[src/hw/rtl/assert_macros.svh]
// Assertion macros used by the matcher RTL.
`ifndef ASSERT_MACROS_SVH
`define ASSERT_MACROS_SVH

// Clocked assertion that is switched off while reset is asserted.
`define GWM_ASSERT(name, clk, rst_n, prop, msg) \
  name: assert property (@(posedge clk) disable iff (!rst_n) prop) else $error(msg);

// Clocked assertion that also holds while reset is asserted.
`define GWM_ASSERT_ALWAYS(name, clk, prop, msg) \
  name: assert property (@(posedge clk) prop) else $error(msg);

`endif

[src/hw/rtl/gwm_pkg.sv]
// Types, constants and helper functions of the glob wildcard matcher.
`timescale 1ns / 1ps

package gwm_pkg;

  typedef enum logic [1:0] {
    FUNC_CLEAR  = 2'd0,
    FUNC_APPEND = 2'd1,
    FUNC_NAME   = 2'd2,
    FUNC_QUERY  = 2'd3
  } func_t;

  localparam logic [7:0] SYM_ANY  = 8'h3F;
  localparam logic [7:0] SYM_STAR = 8'h2A;
  localparam logic [7:0] SYM_A    = 8'h41;
  localparam logic [7:0] SYM_Z    = 8'h5A;
  localparam logic [7:0] SYM_LA   = 8'h61;

  // Broadcast from the top level to every cell.
  typedef struct packed {
    logic       clear;
    logic       append;
    logic       step;
    logic       at_home;
    logic       fold;
    logic [7:0] wr_byte;
    logic [7:0] name_byte;
  } cell_ctl_t;

  // Handed from one cell to the next in pattern order.
  typedef struct packed {
    logic adv;
    logic skip;
    logic wr;
    logic home;
  } cell_link_t;

  // Per-cell contribution to the match result.
  typedef struct packed {
    logic end_hit;
    logic home_hit;
  } cell_stat_t;

  function automatic logic [7:0] fold_byte(input logic [7:0] c, input logic en);
    logic [7:0] r;
    r = c;
    if (en && (c inside {[SYM_A:SYM_Z]})) begin
      r = c - SYM_A + SYM_LA;
    end
    return r;
  endfunction

endpackage

[src/hw/rtl/gwm_cell.sv]
// One pattern position: stored pattern byte and its bit of the active set.
`timescale 1ns / 1ps

module gwm_cell #(
  parameter int IDX   = 0,
  parameter int LEN_W = 6
) (
  input  logic                  clk,
  input  logic                  rst_n,
  input  gwm_pkg::cell_ctl_t    ctl,
  input  logic [LEN_W-1:0]      len,
  input  gwm_pkg::cell_link_t   link_in,
  output gwm_pkg::cell_link_t   link_out,
  output gwm_pkg::cell_stat_t   stat
);

  localparam logic [LEN_W-1:0] MY_POS = LEN_W'(IDX);
  localparam logic             HOME_RESET = (IDX == 0);

  logic [7:0] pat_r, pat_nxt;
  logic       act_r, act_nxt;
  logic       home_r, home_nxt;

  logic in_use;
  logic is_end;
  logic wr_this;
  logic pat_star;
  logic byte_hit;
  logic cur;
  logic raw;
  logic nc;

  assign in_use   = (len > MY_POS);
  assign is_end   = (len == MY_POS);
  assign wr_this  = ctl.append && is_end;
  assign pat_star = (pat_r == gwm_pkg::SYM_STAR);
  assign byte_hit = (pat_r == gwm_pkg::SYM_ANY) ||
                    (gwm_pkg::fold_byte(pat_r, ctl.fold) == ctl.name_byte);

  // After a restart the set is the star closure of the start position,
  // which each cell keeps up to date in home_r as the pattern is loaded.
  assign cur = ctl.at_home ? home_r : act_r;

  // A star keeps its own position; any other byte moves on to the next one when it matches.
  assign raw = (cur && in_use && pat_star) || link_in.adv;
  assign nc  = raw || link_in.skip;

  assign link_out.adv  = cur && in_use && !pat_star && byte_hit;
  assign link_out.skip = nc && in_use && pat_star;
  assign link_out.wr   = wr_this;
  assign link_out.home = home_r && (ctl.wr_byte == gwm_pkg::SYM_STAR);

  assign stat.end_hit  = nc && is_end;
  assign stat.home_hit = home_r && is_end;

  always_comb begin
    pat_nxt  = wr_this ? ctl.wr_byte : pat_r;
    act_nxt  = ctl.step ? nc : act_r;
    home_nxt = home_r;
    if (ctl.clear) begin
      home_nxt = HOME_RESET;
    end else if (link_in.wr) begin
      home_nxt = link_in.home;
    end
  end

  always_ff @(posedge clk) begin
    if (!rst_n) begin
      home_r <= HOME_RESET;
    end else begin
      home_r <= home_nxt;
    end
  end

  always_ff @(posedge clk) begin
    pat_r <= pat_nxt;
    act_r <= act_nxt;
  end

endmodule

[src/hw/rtl/glob_wildcard_matcher.sv]
// Top level of the glob wildcard matcher: command decode, cell row and result buffer.
`timescale 1ns / 1ps
`include "assert_macros.svh"

// Glob matcher for a pattern of up to PATTERN_MAX bytes, where '*' matches any
// run of bytes and '?' matches one byte. Send a clear, then the pattern bytes one
// transaction each, then name bytes with last set on the final one (or an
// empty-name query); one result follows each name. A new transaction may be
// taken in every cycle while the input is not stalled; each result is registered
// into a two-entry output buffer, from which it is presented.
// The input stalls only while both buffer entries hold results or reset is asserted.
// The clock period is set by the star-skip signal, which ripples combinationally
// through the whole row of PATTERN_MAX + 1 cells. Pattern bytes beyond PATTERN_MAX are
// dropped and reported with every result until the next clear.
module glob_wildcard_matcher #(
  parameter int PATTERN_MAX = 63
) (
  input  logic       clk,
  input  logic       rst_n,
  input  logic       cfg_we,
  input  logic       cfg_wdata,
  input  logic       in_valid,
  output logic       in_stall,
  input  logic [1:0] in_func,
  input  logic [7:0] in_symbol,
  input  logic       in_last,
  output logic       out_valid,
  input  logic       out_stall,
  output logic       out_matched,
  output logic       out_pattern_overflow
);

  localparam int LEN_W = $clog2(PATTERN_MAX + 1);
  localparam logic [LEN_W-1:0] LEN_FULL = LEN_W'(PATTERN_MAX);

  gwm_pkg::func_t      func;
  logic                fire;
  logic                full;
  logic                drop;
  logic                push;
  logic                pop;
  logic                res_matched;
  logic                tail_busy;
  gwm_pkg::cell_ctl_t  ctl;
  gwm_pkg::cell_link_t link [PATTERN_MAX+2];
  logic [PATTERN_MAX:0] end_hit;
  logic [PATTERN_MAX:0] home_hit;

  logic             case_fold_r, case_fold_nxt;
  logic [LEN_W-1:0] len_r, len_nxt;
  logic             ovf_r, ovf_nxt;
  logic             at_home_r, at_home_nxt;
  logic             out_valid_r, out_valid_nxt;
  logic             out_matched_r, out_matched_nxt;
  logic             out_ovf_r, out_ovf_nxt;
  logic             skid_valid_r, skid_valid_nxt;
  logic             skid_matched_r, skid_matched_nxt;
  logic             skid_ovf_r, skid_ovf_nxt;

  assign func     = gwm_pkg::func_t'(in_func);
  assign in_stall = skid_valid_r || !rst_n;
  assign fire     = in_valid && !in_stall;
  assign full     = (len_r == LEN_FULL);
  assign drop     = fire && full && (func == gwm_pkg::FUNC_APPEND);
  assign push     = fire && (((func == gwm_pkg::FUNC_NAME) && in_last) ||
                             (func == gwm_pkg::FUNC_QUERY));
  assign pop      = out_valid_r && !out_stall;

  assign ctl.clear     = fire && (func == gwm_pkg::FUNC_CLEAR);
  assign ctl.append    = fire && (func == gwm_pkg::FUNC_APPEND) && !full;
  assign ctl.step      = fire && (func == gwm_pkg::FUNC_NAME);
  assign ctl.at_home   = at_home_r;
  assign ctl.fold      = case_fold_r;
  assign ctl.wr_byte   = in_symbol;
  assign ctl.name_byte = gwm_pkg::fold_byte(in_symbol, case_fold_r);

  assign link[0] = '0;

  for (genvar i = 0; i <= PATTERN_MAX; i++) begin : g_cell
    gwm_pkg::cell_stat_t stat;
    gwm_cell #(.IDX(i), .LEN_W(LEN_W)) u_cell (
      .clk      (clk),
      .rst_n    (rst_n),
      .ctl      (ctl),
      .len      (len_r),
      .link_in  (link[i]),
      .link_out (link[i+1]),
      .stat     (stat)
    );
    assign end_hit[i]  = stat.end_hit;
    assign home_hit[i] = stat.home_hit;
  end

  // The last cell sits past every stored byte, so it never hands anything on.
  assign tail_busy = link[PATTERN_MAX+1].adv || link[PATTERN_MAX+1].skip ||
                     link[PATTERN_MAX+1].wr;

  assign res_matched = (func == gwm_pkg::FUNC_QUERY) ? (|home_hit) : (|end_hit);

  always_comb begin
    case_fold_nxt = cfg_we ? cfg_wdata : case_fold_r;
    len_nxt       = len_r;
    ovf_nxt       = ovf_r;
    at_home_nxt   = at_home_r;
    if (fire) begin
      case (func)
        gwm_pkg::FUNC_CLEAR: begin
          len_nxt     = '0;
          ovf_nxt     = 1'b0;
          at_home_nxt = 1'b1;
        end
        gwm_pkg::FUNC_APPEND: begin
          if (full) begin
            ovf_nxt = 1'b1;
          end else begin
            len_nxt = len_r + 1'b1;
          end
          at_home_nxt = 1'b1;
        end
        gwm_pkg::FUNC_NAME: begin
          at_home_nxt = in_last;
        end
        default: begin
          at_home_nxt = 1'b1;
        end
      endcase
    end
  end

  // Two-entry result buffer: the skid entry fills only when the head is held.
  always_comb begin
    out_valid_nxt    = out_valid_r;
    out_matched_nxt  = out_matched_r;
    out_ovf_nxt      = out_ovf_r;
    skid_valid_nxt   = skid_valid_r;
    skid_matched_nxt = skid_matched_r;
    skid_ovf_nxt     = skid_ovf_r;
    if (skid_valid_r) begin
      if (pop) begin
        out_matched_nxt = skid_matched_r;
        out_ovf_nxt     = skid_ovf_r;
        skid_valid_nxt  = 1'b0;
      end
    end else if (push) begin
      if (!out_valid_r || pop) begin
        out_valid_nxt   = 1'b1;
        out_matched_nxt = res_matched;
        out_ovf_nxt     = ovf_r;
      end else begin
        skid_valid_nxt   = 1'b1;
        skid_matched_nxt = res_matched;
        skid_ovf_nxt     = ovf_r;
      end
    end else if (pop) begin
      out_valid_nxt = 1'b0;
    end
  end

  always_ff @(posedge clk) begin
    if (!rst_n) begin
      case_fold_r  <= 1'b0;
      len_r        <= '0;
      ovf_r        <= 1'b0;
      at_home_r    <= 1'b1;
      out_valid_r  <= 1'b0;
      skid_valid_r <= 1'b0;
    end else begin
      case_fold_r  <= case_fold_nxt;
      len_r        <= len_nxt;
      ovf_r        <= ovf_nxt;
      at_home_r    <= at_home_nxt;
      out_valid_r  <= out_valid_nxt;
      skid_valid_r <= skid_valid_nxt;
    end
  end

  always_ff @(posedge clk) begin
    out_matched_r  <= out_matched_nxt;
    out_ovf_r      <= out_ovf_nxt;
    skid_matched_r <= skid_matched_nxt;
    skid_ovf_r     <= skid_ovf_nxt;
  end

  assign out_valid            = out_valid_r;
  assign out_matched          = out_matched_r;
  assign out_pattern_overflow = out_ovf_r;

  `GWM_ASSERT(a_skid_behind_head, clk, rst_n, skid_valid_r |-> out_valid_r, "orphan skid entry")
  `GWM_ASSERT(a_len_in_range, clk, rst_n, len_r <= LEN_FULL, "length past capacity")
  `GWM_ASSERT(a_ovf_source, clk, rst_n, $rose(ovf_r) |-> $past(drop), "overflow without a drop")
  `GWM_ASSERT(a_restart_after_result, clk, rst_n, push |=> at_home_r, "no restart")
  `GWM_ASSERT(a_tail_idle, clk, rst_n, !tail_busy, "tail cell hands on data")
  `GWM_ASSERT_ALWAYS(a_no_take_in_reset, clk, !rst_n |-> in_stall, "input taken in reset")

endmodule

[config.mk]
export PLATFORM = sky130hd
export DESIGN_NAME = glob_wildcard_matcher
export DESIGN_NICKNAME = d
export VERILOG_FILES = /design/src/hw/rtl/gwm_pkg.sv /design/src/hw/rtl/gwm_cell.sv /design/src/hw/rtl/glob_wildcard_matcher.sv
export VERILOG_INCLUDE_DIRS = /design/src /design/src/hw/rtl
export SDC_FILE = /design/constraint.sdc
export NUM_CORES = 2
export LEC_CHECK = 0
export BUFFER_PORTS_ARGS = -buffer_cell sky130_fd_sc_hd__buf_2
export CAP_MARGIN = 30
export CORE_MARGIN = 5
export CORE_UTILIZATION = 32
export DETAILED_ROUTE_END_ITERATION = 8
export PLACE_DENSITY_LB_ADDON = 0.2
export SLEW_MARGIN = 20
export SYNTH_ARGS = -nofsm -noshare
export SYNTH_HDL_FRONTEND = slang
export SYNTH_HIERARCHICAL = 1
export SYNTH_SLANG_ARGS = --single-unit
[constraint.sdc]
create_clock -name clk -period 34.6 [get_ports clk]
set_clock_uncertainty 0.1 [all_clocks]
set_input_delay 3.46 -clock clk [delete_from_list [all_inputs] [get_ports clk]]
set_output_delay 3.46 -clock clk [all_outputs]
set_load 0.01 [all_outputs]
==> impl_metrics.py <==
metrics = {
    "outcome": {
        "status": "finished, final reports clean",
    },
    "floorplan": {
        "start_util_pct": 32.16,
        "die_h_um": 378.5,
        "coreArea_um2": 135100,
        "fp.dieW_um": 378.5,
        "io_pins": 21,
        "die_area_um2": 143300,
        "fp-row-count": 135,
    },
    "detailed_routing": {
        "vias": 34010,
        "vias_per_cell": 5.643,
        "antenna_left": 0,
        "post_drt_wl_per_cell_um": 22.96,
        "wl_um": 138400,
        "drc_errors": 0,
        "drtIter0Drc": 2334,
        "firstDrtPassIters": 5,
    },
    "global_route": {
        "grt_max_degree": 113,
        "grt_pass1_vias": 33530,
        "antenna_found_initial": 5,
        "grt_overflow_total": 0,
        "grt_use_total_pct": 18.84,
        "grt_pass1_wl_um": 210200,
    },
    "worst_setup_path": {
        "critPathTopFamily": "simple AND/OR/NAND/NOR gates",
        "slowest_stage": "or4_1",
        "crit_arrival_ns": 32.27,
        "critPathLaunchType": "input pin",
        "crit_required_ns": 34.90,
        "crit_path_start": "in_symbol[2]",
        "r2r_start": "case_fold_r$_SDFFE_PN0P_",
        "path_buf_inv": 2,
        "crit_top_cell": "nor3_1",
        "end_kind": "flop",
        "crit_type": "input pin to flop",
        "worst_path_largest_cell_delay_ns": 0.55,
        "critical_path.max_fanout": 39,
    },
    "cts": {
        "tritoncts": "yes",
        "cts.sinks": 646,
        "max-clock-path-buffers": 3,
        "htreeDepth": 3,
        "clk_pin_slew_ns": 0.06,
        "ctsRootBufferMaster": "clkbuf_16",
        "worstSkewPairLatency_ns": 0.67,
        "numCtsBuffers": 81,
    },
    "pwr": {
        "total_power_w": 0.001862,
        "leakage_nw": 15.67,
        "powerDensity_nw_per_um2": 38.10,
        "peakVddDrop_mv": 0.03062,
    },
    "finish": {
        "layout-drive-gt1-share_pct": 13.36,
        "post-route-util_pct": 36.17,
        "design_area_um2": 48880,
        "nNetsFinal": 4257,
        "area_delta_synth_final_pct": 12.47,
    },
    "timing": {
        "min_period_ns": 31.97,
        "finalHoldViolations": 0,
        "setup_viol": 0,
        "tns_ns": 0,
        "finalCritPeriodShare_pct": 92.40,
        "rsz0062_at_grt": "no",
        "tightest_slew_ns": 1.025,
        "fmax_mhz": 31.28,
        "drv_slew": 0,
        "relSlewSlack_pct": 31.48,
    },
    "place": {
        "gp_congestion": 0.8295,
        "numPortBuffers": 20,
        "place_area_um2": 46080,
        "dp_hpwl_um": 87730,
    },
    "synthesis": {
        "avgSynthCellArea_um2": 10.71,
        "synth_cells": 4057,
        "yosys_warnings": 6,
        "synth_area_um2": 43460,
    },
    "min_path": {
        "worst_hold_path_type": "flop to flop",
        "min_from": "ovf_r$_SDFFE_PN0P_",
    },
    "flow_run": {
        "maxCapViolCount": 0,
    },
}
## area by class of cell
cell class / count / area (µm²)
tap: 1781 / 2228
inverter: 168 / 630.6
multi-input combinational: 3182 / 23790
fill: 13370 / 86250
clock buffer: 118 / 2331
antenna: 2 / 5.005
sequential: 646 / 18680
clock inverter: 33 / 414.1
timing repair buffer: 96 / 799.5
## state kept, by name, summed over array words and instances (netlist names)
register and cells:
at_home_r 1, case_fold_r 1, g_cell.u_cell/act_r 63, g_cell.u_cell/home_r 64, g_cell.u_cell/pat_r 504, len_r 6, out_matched 1, out_pattern_overflow 1
out_valid 1, ovf_r 1, skid_matched_r 1, skid_ovf_r 1, skid_valid_r 1
## path summary, 6_finish.rpt
path / to / slack [ns] / cells after the start
setup reg to reg: out_matched$_DFFE_PP_ / 5.86 / 148
hold / removal: skid_ovf_r$_DFFE_PP_ / 0.39 / 0
setup / recovery: out_matched$_DFFE_PP_ / 2.63 / 149
hold reg to reg: skid_ovf_r$_DFFE_PP_ / 0.39 / 0
## what timing repair did
item,CTS,global route
gates resized for setup,0,3
setup endpoints to repair,0,2
setup buffers,0,2
hold buffers,0,0
hold endpoints to repair,0,0
## report_power, final
| part | total, W | switching [W] | internal, W |
|---|---|---|---|
| Clock | 0.000884 | 0.000343 | 0.000541 |
| Sequential | 0.000849 | 0.00000218 | 0.000847 |
| Combinational | 0.000129 | 0.0000896 | 0.0000394 |
## placed cells by master (no fill, tap or decap), types with 20 or more instances in the layout
master and count:
a211oi_1 31, a21oi_1 116, and2_1 132, and3_1 50, buf_4 70, clkbuf_1 25
clkbuf_16 85, dfxtp_1 67, edfxtp_1 571, ha_1 65, inv_1 168, mux2i_1 132
nand2_1 221, nand2b_1 58, nand3_1 139, nand3b_1 76, nand4_1 119, nand4b_1 22
nand4bb_1 28, nor2_1 243, nor2b_1 50, nor3_1 142, nor3_2 25, nor3b_1 92
nor4_1 164, nor4b_1 33, o21ai_0 63, o221ai_1 21, o32ai_4 26, or2_2 40
or3_1 20, or3_4 46, or4b_2 34, xnor2_1 253, xor2_1 232
## per-stage QoR
stage,hold WS [ns],setup WS (ns),cells
3_3_place_gp,0.3655,3.000,5868
2_1_floorplan,0.3239,5.140,4060
5_1_grt,0.4015,0.01126,6025
4_1_cts,0.3799,2.445,6021
6_report,0.3851,2.631,6026
3_5_place_dp,0.3658,1.799,5870
## per-layer routing
| metal | part of all wire [%] | global-route usage, % |
|---|---|---|
| met4 | 2.4 | 5.316 |
| met3 | 5.1 | 2.392 |
| met1 | 46 | 26.00 |
| met2 | 46 | 31.07 |
| met5 | 0 | 0 |
Note: power is estimated with default switching activity, not from simulation.
